===== src/hdl/bad_pkg.sv =====
// Package for the block-average downscaler: frame and block geometry,
// derived widths, reciprocal constants for the block-area divide, word types.
// No dependencies.
`default_nettype none

package bad_pkg;

    localparam int SRC_WIDTH  = 160;
    localparam int SRC_HEIGHT = 120;
    localparam int BLOCK_W    = 5;
    localparam int BLOCK_H    = 4;

    localparam int OUT_COLS   = SRC_WIDTH / BLOCK_W;
    localparam int OUT_ROWS   = SRC_HEIGHT / BLOCK_H;
    localparam int BLOCK_AREA = BLOCK_W * BLOCK_H;

    localparam int PIX_W = 8;

    localparam int COL_W  = (SRC_WIDTH > 1) ? $clog2(SRC_WIDTH) : 1;
    localparam int ROW_W  = (SRC_HEIGHT > 1) ? $clog2(SRC_HEIGHT) : 1;
    localparam int DX_W   = (BLOCK_W > 1) ? $clog2(BLOCK_W) : 1;
    localparam int RIB_W  = (BLOCK_H > 1) ? $clog2(BLOCK_H) : 1;
    localparam int BLK_W  = $clog2(OUT_COLS + 1);
    localparam int BAND_W = $clog2(OUT_ROWS + 1);
    localparam int IDX_W  = (OUT_COLS > 1) ? $clog2(OUT_COLS) : 1;

    localparam int SUM_W = $clog2(BLOCK_AREA * ((1 << PIX_W) - 1) + 1);

    // floor(x / BLOCK_AREA) == (x * RECIP_MULT) >> RECIP_SHIFT for x < 2**SUM_W
    localparam int RECIP_SHIFT = SUM_W + $clog2(BLOCK_AREA);
    localparam int RECIP_MULT  = ((1 << RECIP_SHIFT) + BLOCK_AREA - 1) / BLOCK_AREA;
    localparam int RECIP_W     = SUM_W + 2;
    localparam int PROD_W      = SUM_W + RECIP_W;

    typedef struct packed {
        logic [PIX_W-1:0] pix_red;
        logic [PIX_W-1:0] pix_green;
        logic [PIX_W-1:0] pix_blue;
    } pix_t;

    typedef struct packed {
        logic [PIX_W-1:0] avg_red;
        logic [PIX_W-1:0] avg_green;
        logic [PIX_W-1:0] avg_blue;
        logic             frame_done;
    } avg_t;

    typedef struct packed {
        logic [SUM_W-1:0] red;
        logic [SUM_W-1:0] green;
        logic [SUM_W-1:0] blue;
    } sum_t;

endpackage

`default_nettype wire


===== src/hdl/block_average_downscaler.sv =====
// Block-average downscaler: one pixel word per cycle in, one averaged word out
// per completed block. avg_valid follows the block's last pixel through the sum
// register, then the reciprocal multiply into the output register.
// Throughput 1 pixel per cycle; pix_ready drops only when both stages hold a word.
// Reset clears position counters and valid flags; column sums are not reset.
// Depends on bad_pkg.
`default_nettype none

module block_average_downscaler (
    input  wire logic          clk,
    input  wire logic          rst_n,
    input  wire logic          pix_valid,
    output logic               pix_ready,
    input  wire bad_pkg::pix_t pix_data,
    output logic               avg_valid,
    input  wire logic          avg_ready,
    output bad_pkg::avg_t      avg_data
);
    import bad_pkg::*;

    logic [COL_W-1:0]  col_reg,  col_next;
    logic [ROW_W-1:0]  row_reg,  row_next;
    logic [DX_W-1:0]   dx_reg,   dx_next;
    logic [RIB_W-1:0]  rib_reg,  rib_next;
    logic [BLK_W-1:0]  blk_reg,  blk_next;
    logic [BAND_W-1:0] band_reg, band_next;

    sum_t col_sum_reg [OUT_COLS];

    logic             s1_valid_reg, s1_valid_next;
    sum_t             s1_sum_reg;
    logic             s1_last_reg;
    logic             avg_valid_reg, avg_valid_next;
    avg_t             avg_data_reg, avg_data_next;

    logic             accept;
    logic             in_block;
    logic             fresh;
    logic             emit;
    logic             last_block;
    logic [IDX_W-1:0] idx;
    sum_t             old_sum;
    sum_t             new_sum;
    logic             out_open;
    logic             s1_open;

    logic [RECIP_W-1:0] recip;
    logic [PROD_W-1:0]  prod_red;
    logic [PROD_W-1:0]  prod_green;
    logic [PROD_W-1:0]  prod_blue;

    assign out_open  = !avg_valid_reg || avg_ready;
    assign s1_open   = !s1_valid_reg || out_open;
    assign pix_ready = s1_open;
    assign accept    = pix_valid && pix_ready;

    assign idx      = blk_reg[IDX_W-1:0];
    assign in_block = (blk_reg < BLK_W'(OUT_COLS)) && (band_reg < BAND_W'(OUT_ROWS));
    assign fresh    = (rib_reg == '0) && (dx_reg == '0);
    assign emit     = in_block && (rib_reg == RIB_W'(BLOCK_H - 1))
                      && (dx_reg == DX_W'(BLOCK_W - 1));
    assign last_block = (blk_reg == BLK_W'(OUT_COLS - 1))
                        && (band_reg == BAND_W'(OUT_ROWS - 1));

    always_comb
    begin
        old_sum = fresh ? '0 : col_sum_reg[idx];
        new_sum.red   = old_sum.red   + SUM_W'(pix_data.pix_red);
        new_sum.green = old_sum.green + SUM_W'(pix_data.pix_green);
        new_sum.blue  = old_sum.blue  + SUM_W'(pix_data.pix_blue);
    end

    // advance raster position
    always_comb
    begin
        col_next  = col_reg;
        row_next  = row_reg;
        dx_next   = dx_reg;
        rib_next  = rib_reg;
        blk_next  = blk_reg;
        band_next = band_reg;
        if (accept)
        begin
            if (col_reg == COL_W'(SRC_WIDTH - 1))
            begin
                col_next = '0;
                dx_next  = '0;
                blk_next = '0;
                if (row_reg == ROW_W'(SRC_HEIGHT - 1))
                begin
                    row_next  = '0;
                    rib_next  = '0;
                    band_next = '0;
                end
                else if (rib_reg == RIB_W'(BLOCK_H - 1))
                begin
                    row_next  = row_reg + 1'b1;
                    rib_next  = '0;
                    band_next = band_reg + 1'b1;
                end
                else
                begin
                    row_next = row_reg + 1'b1;
                    rib_next = rib_reg + 1'b1;
                end
            end
            else
            begin
                col_next = col_reg + 1'b1;
                if (dx_reg == DX_W'(BLOCK_W - 1))
                begin
                    dx_next  = '0;
                    blk_next = blk_reg + 1'b1;
                end
                else
                begin
                    dx_next = dx_reg + 1'b1;
                end
            end
        end
    end

    assign recip      = RECIP_W'(RECIP_MULT);
    assign prod_red   = PROD_W'(s1_sum_reg.red)   * PROD_W'(recip);
    assign prod_green = PROD_W'(s1_sum_reg.green) * PROD_W'(recip);
    assign prod_blue  = PROD_W'(s1_sum_reg.blue)  * PROD_W'(recip);

    always_comb
    begin
        s1_valid_next  = s1_valid_reg;
        avg_valid_next = avg_valid_reg;
        if (s1_open)
        begin
            s1_valid_next = accept && emit;
        end
        if (out_open)
        begin
            avg_valid_next = s1_valid_reg;
        end
        avg_data_next.avg_red    = prod_red[RECIP_SHIFT +: PIX_W];
        avg_data_next.avg_green  = prod_green[RECIP_SHIFT +: PIX_W];
        avg_data_next.avg_blue   = prod_blue[RECIP_SHIFT +: PIX_W];
        avg_data_next.frame_done = s1_last_reg;
    end

    always_ff @(posedge clk or negedge rst_n)
    begin
        if (!rst_n)
        begin
            col_reg       <= '0;
            row_reg       <= '0;
            dx_reg        <= '0;
            rib_reg       <= '0;
            blk_reg       <= '0;
            band_reg      <= '0;
            s1_valid_reg  <= 1'b0;
            avg_valid_reg <= 1'b0;
        end
        else
        begin
            col_reg       <= col_next;
            row_reg       <= row_next;
            dx_reg        <= dx_next;
            rib_reg       <= rib_next;
            blk_reg       <= blk_next;
            band_reg      <= band_next;
            s1_valid_reg  <= s1_valid_next;
            avg_valid_reg <= avg_valid_next;
        end
    end

    always_ff @(posedge clk)
    begin
        if (accept && in_block)
        begin
            col_sum_reg[idx] <= new_sum;
        end
        if (s1_open && accept && emit)
        begin
            s1_sum_reg  <= new_sum;
            s1_last_reg <= last_block;
        end
        if (out_open && s1_valid_reg)
        begin
            avg_data_reg <= avg_data_next;
        end
    end

    assign avg_valid = avg_valid_reg;
    assign avg_data  = avg_data_reg;

    a_ready_low_only_full: assert property (@(posedge clk) disable iff (!rst_n)
        !pix_ready |-> (s1_valid_reg && avg_valid_reg))
        else $error("pix_ready low while a stage is free");

    a_s1_from_accept: assert property (@(posedge clk) disable iff (!rst_n)
        $rose(s1_valid_reg) |-> $past(pix_valid && pix_ready))
        else $error("sum stage loaded without an accepted pixel");

    a_row_wrap: assert property (@(posedge clk) disable iff (!rst_n)
        (accept && (col_reg == COL_W'(SRC_WIDTH - 1)))
        |=> ((col_reg == '0) && (dx_reg == '0) && (blk_reg == '0)))
        else $error("column counters did not wrap at end of row");

    a_blk_range: assert property (@(posedge clk) disable iff (!rst_n)
        (blk_reg <= BLK_W'(OUT_COLS)) && (band_reg <= BAND_W'(OUT_ROWS)))
        else $error("block or band index out of range");

endmodule

`default_nettype wire

===== config.mk =====
export PLATFORM = sky130hd
export DESIGN_NAME = block_average_downscaler
export DESIGN_NICKNAME = d
export VERILOG_FILES = /design/src/hdl/bad_pkg.sv /design/src/hdl/block_average_downscaler.sv
export SDC_FILE = /design/constraint.sdc
export NUM_CORES = 2
export LEC_CHECK = 0
export BUFFER_PORTS_ARGS = -buffer_cell sky130_fd_sc_hd__buf_2
export CORE_MARGIN = 2
export CORE_UTILIZATION = 50
export CTS_BUF_LIST = sky130_fd_sc_hd__clkbuf_8
export CTS_CLUSTER_DIAMETER = 120
export DETAILED_ROUTE_END_ITERATION = 12
export GPL_TIMING_DRIVEN = 0
export MAX_ROUTING_LAYER = met4
export PLACE_DENSITY_LB_ADDON = 0.2
export SLEW_MARGIN = 25
export SYNTH_ARGS = -nofsm -noshare
export SYNTH_HDL_FRONTEND = slang
export SYNTH_SLANG_ARGS = --single-unit

===== constraint.sdc =====
create_clock -name clk -period 13.2 [get_ports clk]
set_clock_uncertainty 0.2 [all_clocks]
set_input_delay 2.64 -clock clk [delete_from_list [all_inputs] [get_ports clk]]
set_output_delay 2.64 -clock clk [all_outputs]
set_load 0.005 [all_outputs]

# After elaboration in Yosys (flattened, before gate mapping)
# Memories as Yosys holds them, arrays and structs flattened.
# Index checks and enable logic that the tools add are counted.
# totals
register_bits	98
ram_bits	1248
input_bits	28
output_inout_bits	27
word_cells	72
memories	1
# op_classes
n_addsub	9
multipliers	3
order_cmp	2
n_eq_ne	6
n_mux	13
reduce_logical	22
# memory_table
memory	words	width	rd	rd_clocked_by_memory_dff	wr	line	source
col_sum_reg	32	39	1	0	1	block_average_downscaler.sv:28	sum_t col_sum_reg [OUT_COLS];
# ops
cell	n
multiplier 13 x 12 -> 24 bit, second input constant	3
adder 13 x 8 -> 13 bit	3
two-way mux 39 bit	1
two-way mux 6 bit	2
logical AND 1 bit	11
two-way mux 5 bit	2
adder 8 x 1 -> 8 bit, second input constant	1
equality test 8 bit, second input constant	1
two-way mux 8 bit	1
adder 7 x 1 -> 7 bit, second input constant	1
equality test 7 bit, second input constant	1
two-way mux 7 bit	1
adder 6 x 1 -> 6 bit, second input constant	1
equality test 6 x 5 -> 1 bit, second input constant	1
< comparator 6 bit, second input constant	1
two-way mux 3 bit	2
adder 5 x 1 -> 5 bit, second input constant	1
equality test 5 bit, second input constant	1
< comparator 5 bit, second input constant	1
two-way mux 2 bit	2
AND reduction 2 bit	2
nonzero test 2 bit	2
adder 3 x 1 -> 3 bit, second input constant	1
equality test 3 bit, second input constant	1
8 further kinds	11

# Longest topological paths before layout
# logic_depth
depth_word	7
depth_mapped	19
mapped_depth_nobuf	17

# Worst setup path before layout
# OpenSTA, ideal clock, no wires.
# synth_timing
path_kind	input to register
startpoint	in avg_ready
endpoint	mem col_sum_reg[31][0] (netlist name), enable pin
setup_time_ns	0.533
t_arrival_ns	6.811
t_required_ns	12.467
path_slack_ns	5.656
stages	3
n_path_buf	0
cell_sequence	nand3b_1 > nand2_1 > nor4_1
# synth_between
elab_chain_len	6
# synth_rtl
item	line	source
from (decl)	block_average_downscaler.sv:16	input wire logic avg_ready,
logical OR 1 bit	block_average_downscaler.sv:52	assign out_open = !avg_valid_reg || avg_ready;
logical OR 1 bit	block_average_downscaler.sv:53	assign s1_open = !s1_valid_reg || out_open;
logical AND 1 bit	block_average_downscaler.sv:55	assign accept = pix_valid && pix_ready;
logical AND 1 bit	block_average_downscaler.sv:174	if (accept && in_block)
two-way mux 1 bit	block_average_downscaler.sv:174	
two-way mux 1 bit (implied by the code)	block_average_downscaler.sv:176	col_sum_reg[idx] <= new_sum;
to (decl)	block_average_downscaler.sv:28	
# No other way between the ends.

==> run_results.csv <==
group,metric,value,unit
outcome,status,"completed",
clocking,cts_setup_buffers,0,
sta,tns,0,ns
route,dr.pass1.iters,5,
flow_run,max_cap_violations,0,
global_route,overflow,0,
final_layout,final_common_cell,"edfxtp_1",
logic_synthesis,synth_top_area_share,0.660,
logic_synthesis,synth_xor_area_frac,0.00968,
route,drc,0,
pwr,power.internal,11.9,mW
critical_path,worstPathRequired,13.77,ns
floorplanning,core,118000,µm²
sta,hold_viol,0,
placement,place_hpwl,112000,µm
logic_synthesis,synth_fp_nets,3582,
critical_path,critPathKind,"flop to flop",
final_layout,layout_common_cells,"edfxtp_1, inv_1, ha_1",
final_layout,fill_cells,8607,
pwr,vdd_drop_max,0.216,mV
final_layout,largest_reg_flops,1248,
critical_path,endpoint_kind,"flop",
sta,setup-violations-final,0,
logic_synthesis,syn_area_per_cell,19.1,µm²
final_layout,drive_gt1_frac,0.240,
logic_synthesis,ys_warn_count,0,
route,wl,160000,µm
global_route,grt_pass1_wl,231000,µm
floorplanning,std_cell_rows,126,
logic_synthesis,syn_area,59700,µm²
final_layout,nets,3967,
clocking,cts_hold_buf,0,
min_path,min_path_cells,1,
logic_synthesis,synth_top_family_by_area,"multiplexers",
clocking,clkSinkCount,1346,
route,dr.first_iter.drc_count,4061,
final_layout,finalNonFillerCells,5227,
route,vias_per_cell,6.21,
critical_path,reg2reg_depth,17,
logic_synthesis,synth_top_cell_by_area,"edfxtp_1",
clocking,clk_latency,0.94,ns
clocking,numCtsBuffers,211,
min_path,hold_path_startpoint,"col_reg[4]",
pwr,power_frac_comb,0.427,
clocking,htreeDepth,4,
placement,dp.cells,4839,
min_path,worstHoldEndpoint,"col_reg[4]",
floorplanning,start_util,0.505,
sta,tightest_slew,1.16,ns
clocking,ctsResizeCount,0,
logic_synthesis,synth_mux_area_frac,0.120,
global_route,grt_busiest_layer,"met2",
logic_synthesis,synthCells,3131,
global_route,grt_use_met3,0.0560,
critical_path,worstReg2RegEnd,"col_sum_reg[3][25]",
floorplanning,die_area,122000,µm²
pwr,pwr-share-clk,0.175,
clocking,clk_pin_slew,0.06,ns
logic_synthesis,yosys-top-cells-area,"edfxtp_1, mux4_2, ha_1",
logic_synthesis,synth_compound_area_frac,0.0398,
sta,fmax,136,MHz
global_route,grt_antenna_before_repair,3,
global_route,grt_max_degree,39,
critical_path,slowest_delay,0.89,ns
global_route,grt_usage,0.276,
logic_synthesis,synth_fa_ha_area_frac,0.105,
pwr,power_leakage,24.5,nW
placement,gp_congestion,0.813,
critical_path,critical-path-top-delay-family,"buffers and inverters",
sta,holdWs,0.277,ns
logic_synthesis,synth_seq_cells,1346,
clocking,max-clock-path-buffers,3,
pwr,power_frac_seq,0.397,
sta,rsz0062_at_grt,"false",
floorplanning,pin_count,55,
critical_path,startpoint_type,"flop",
critical_path,path_max_fanout,18,
placement,place_ws,5.97,ns
logic_synthesis,ys.flop_type,"edfxtp_1",
global_route,first_global_vias,33400,
final_layout,regArea,40300,µm²
final_layout,multiInputGateArea,18300,µm²
floorplanning,dieHeight,350,µm
pwr,netSwitchingPower,7.05,mW
route,antenna_left,0,
critical_path,r2r_start,"blk_reg[2]",
sta,finalCriticalPeriod,7.35,ns
clocking,cts-root-buf,"clkbuf_8",
min_path,hold_path_class,"flop to flop",
logic_synthesis,synth_enable_flop_cells,1313,
sta,slew_violations,0,
critical_path,worst-path-buf-inv,6,
route,wl_per_cell,30.7,µm
pwr,switching_share,0.372,
critical_path,worstPathCellList,"buf_2, nor3b_2, buf_2, clkbuf_1, clkbuf_1, a22oi_1, a31oi_1, ha_1, inv_1, fa_1, nor2b_1, o21ai_0, a21boi_0, o21ai_0, a21o_1, o41ai_4, buf_6",
sta,slew_headroom,0.230,
sta,setup_ws,5.85,ns
critical_path,crit_arrival,7.92,ns
critical_path,crit_slowest_cell,"o41ai_4",
global_route,met1_usage,0.370,
logic_synthesis,synth_cell_types,66,
placement,portBuffers,54,
floorplanning,die_w,350,µm
route,vias,32500,
logic_synthesis,async_reset_ff_frac,0.0245,
critical_path,reg2reg_slack,5.85,ns
pwr,p_per_area,275,nW/µm²
clocking,cts_tree,"built",
logic_synthesis,ys_seq_area_frac,0.674,
sta,period_share,0.557,
final_layout,syn_to_final_growth,15.3,%
logic_synthesis,synth-simple-area-share,0.0226,
global_route,use_met2,0.424,
[metal layers]
layer / routed length, µm / part of all wire
met1: 61900 / 0.39
met2: 76600 / 0.48
met3: 16700 / 0.10
met4: 5240 / 0.033
met5: 0 / 0
[metrics by stage]
stage | cell area, µm² | util | total power [mW]
2_1_floorplan | 59700 | - | 12.4
3_3_place_gp | 61900 | 0.524 | 14.6
3_5_place_dp | 64900 | 0.549 | 15.6
4_1_cts | 68800 | 0.582 | 18.9
5_1_grt | 68800 | 0.582 | 19.8
6_report | 68800 | 0.582 | 18.9
[cell type report]
cell class / count / share of cell area
timing repair buffer: 172 / 0.0387
clock inverter: 173 / 0.0142
antenna: 1 / 0.0000364
clock buffer: 214 / 0.0428
tap: 1536 / 0.0279
sequential: 1346 / 0.585
multi-input combinational: 1398 / 0.266
buffer: 113 / 0.0103
inverter: 274 / 0.0150
[worst max-delay path by stage]
| stage | slack, ns | from | to | depth (start not counted) |
|---|---|---|---|---|
| finish | 5.85 | blk_reg[2] | col_sum_reg[3][25] | 17 |
| floorplan | 5.66 | avg_ready | col_sum_reg[31][0] | 3 |
| global placement | -0.36 | avg_ready | col_sum_reg[31][16] | 4 |
| global route | 5.55 | blk_reg[2] | col_sum_reg[16][38] | 17 |
| CTS | 5.99 | blk_reg[2] | col_sum_reg[16][38] | 17 |
| detailed placement | 5.97 | blk_reg[2] | s1_sum_reg[38] | 17 |
[power groups by stage]
stage	combinational, mW	clock [mW]	sequential [mW]
6_report	8.09	3.31	7.52
5_1_grt	8.75	3.54	7.55
4_1_cts	8.04	3.36	7.52
3_5_place_dp	8.01	0	7.61
3_3_place_gp	6.80	0	7.80
2_1_floorplan	4.72	0	7.65
[cell families after synthesis]
group                      count (synthesis)
AOI/OAI and AO/OA                        327
xor gates and xnor gates                  66
adders and majority gates                423
buffers and inverters                    387
DFF                                     1346
muxes                                    314
and+or+nand+nor                          268
[cell usage after synthesis (all sizes together) (3+ instances only)]
library cell and instances:
edfxtp 1313, mux4 312, ha 294, inv 274, fa 129, a22oi 102, buf 75, nor2 72
nand2 67, xnor2 41, clkbuf 38, o21ai 38, dfrtp 33, a21oi 30, a22o 30, a31oi 25
nand4 25, xor2 25, a221oi 24, nor3 17, nand3 16, and2 15, o21a 14, a21o 13
nand2b 11, a211oi 9, a21boi 7, nor2b 7, o31ai 7, nand3b 6, or2 6, and3b 5
or3 5, nor3b 4, o21bai 4, a2111oi 3, a31o 3, and3 3, o211ai 3, o41ai 3
or3b 3
[worst register-to-register path, stage by stage (launching register included)]
cell and delay [ns]:
dfrtp_1 0.33, buf_2 0.19, nor3b_2 0.38, buf_2 0.45, clkbuf_1 0.88, clkbuf_1 0.85, a22oi_1 0.21, a31oi_1 0.24
ha_1 0.35, inv_1 0.10, fa_1 0.56, nor2b_1 0.16, o21ai_0 0.10, a21boi_0 0.40, o21ai_0 0.21, a21o_1 0.45
o41ai_4 0.89, buf_6 0.27
Note: power is estimated with default switching activity, not from simulation.
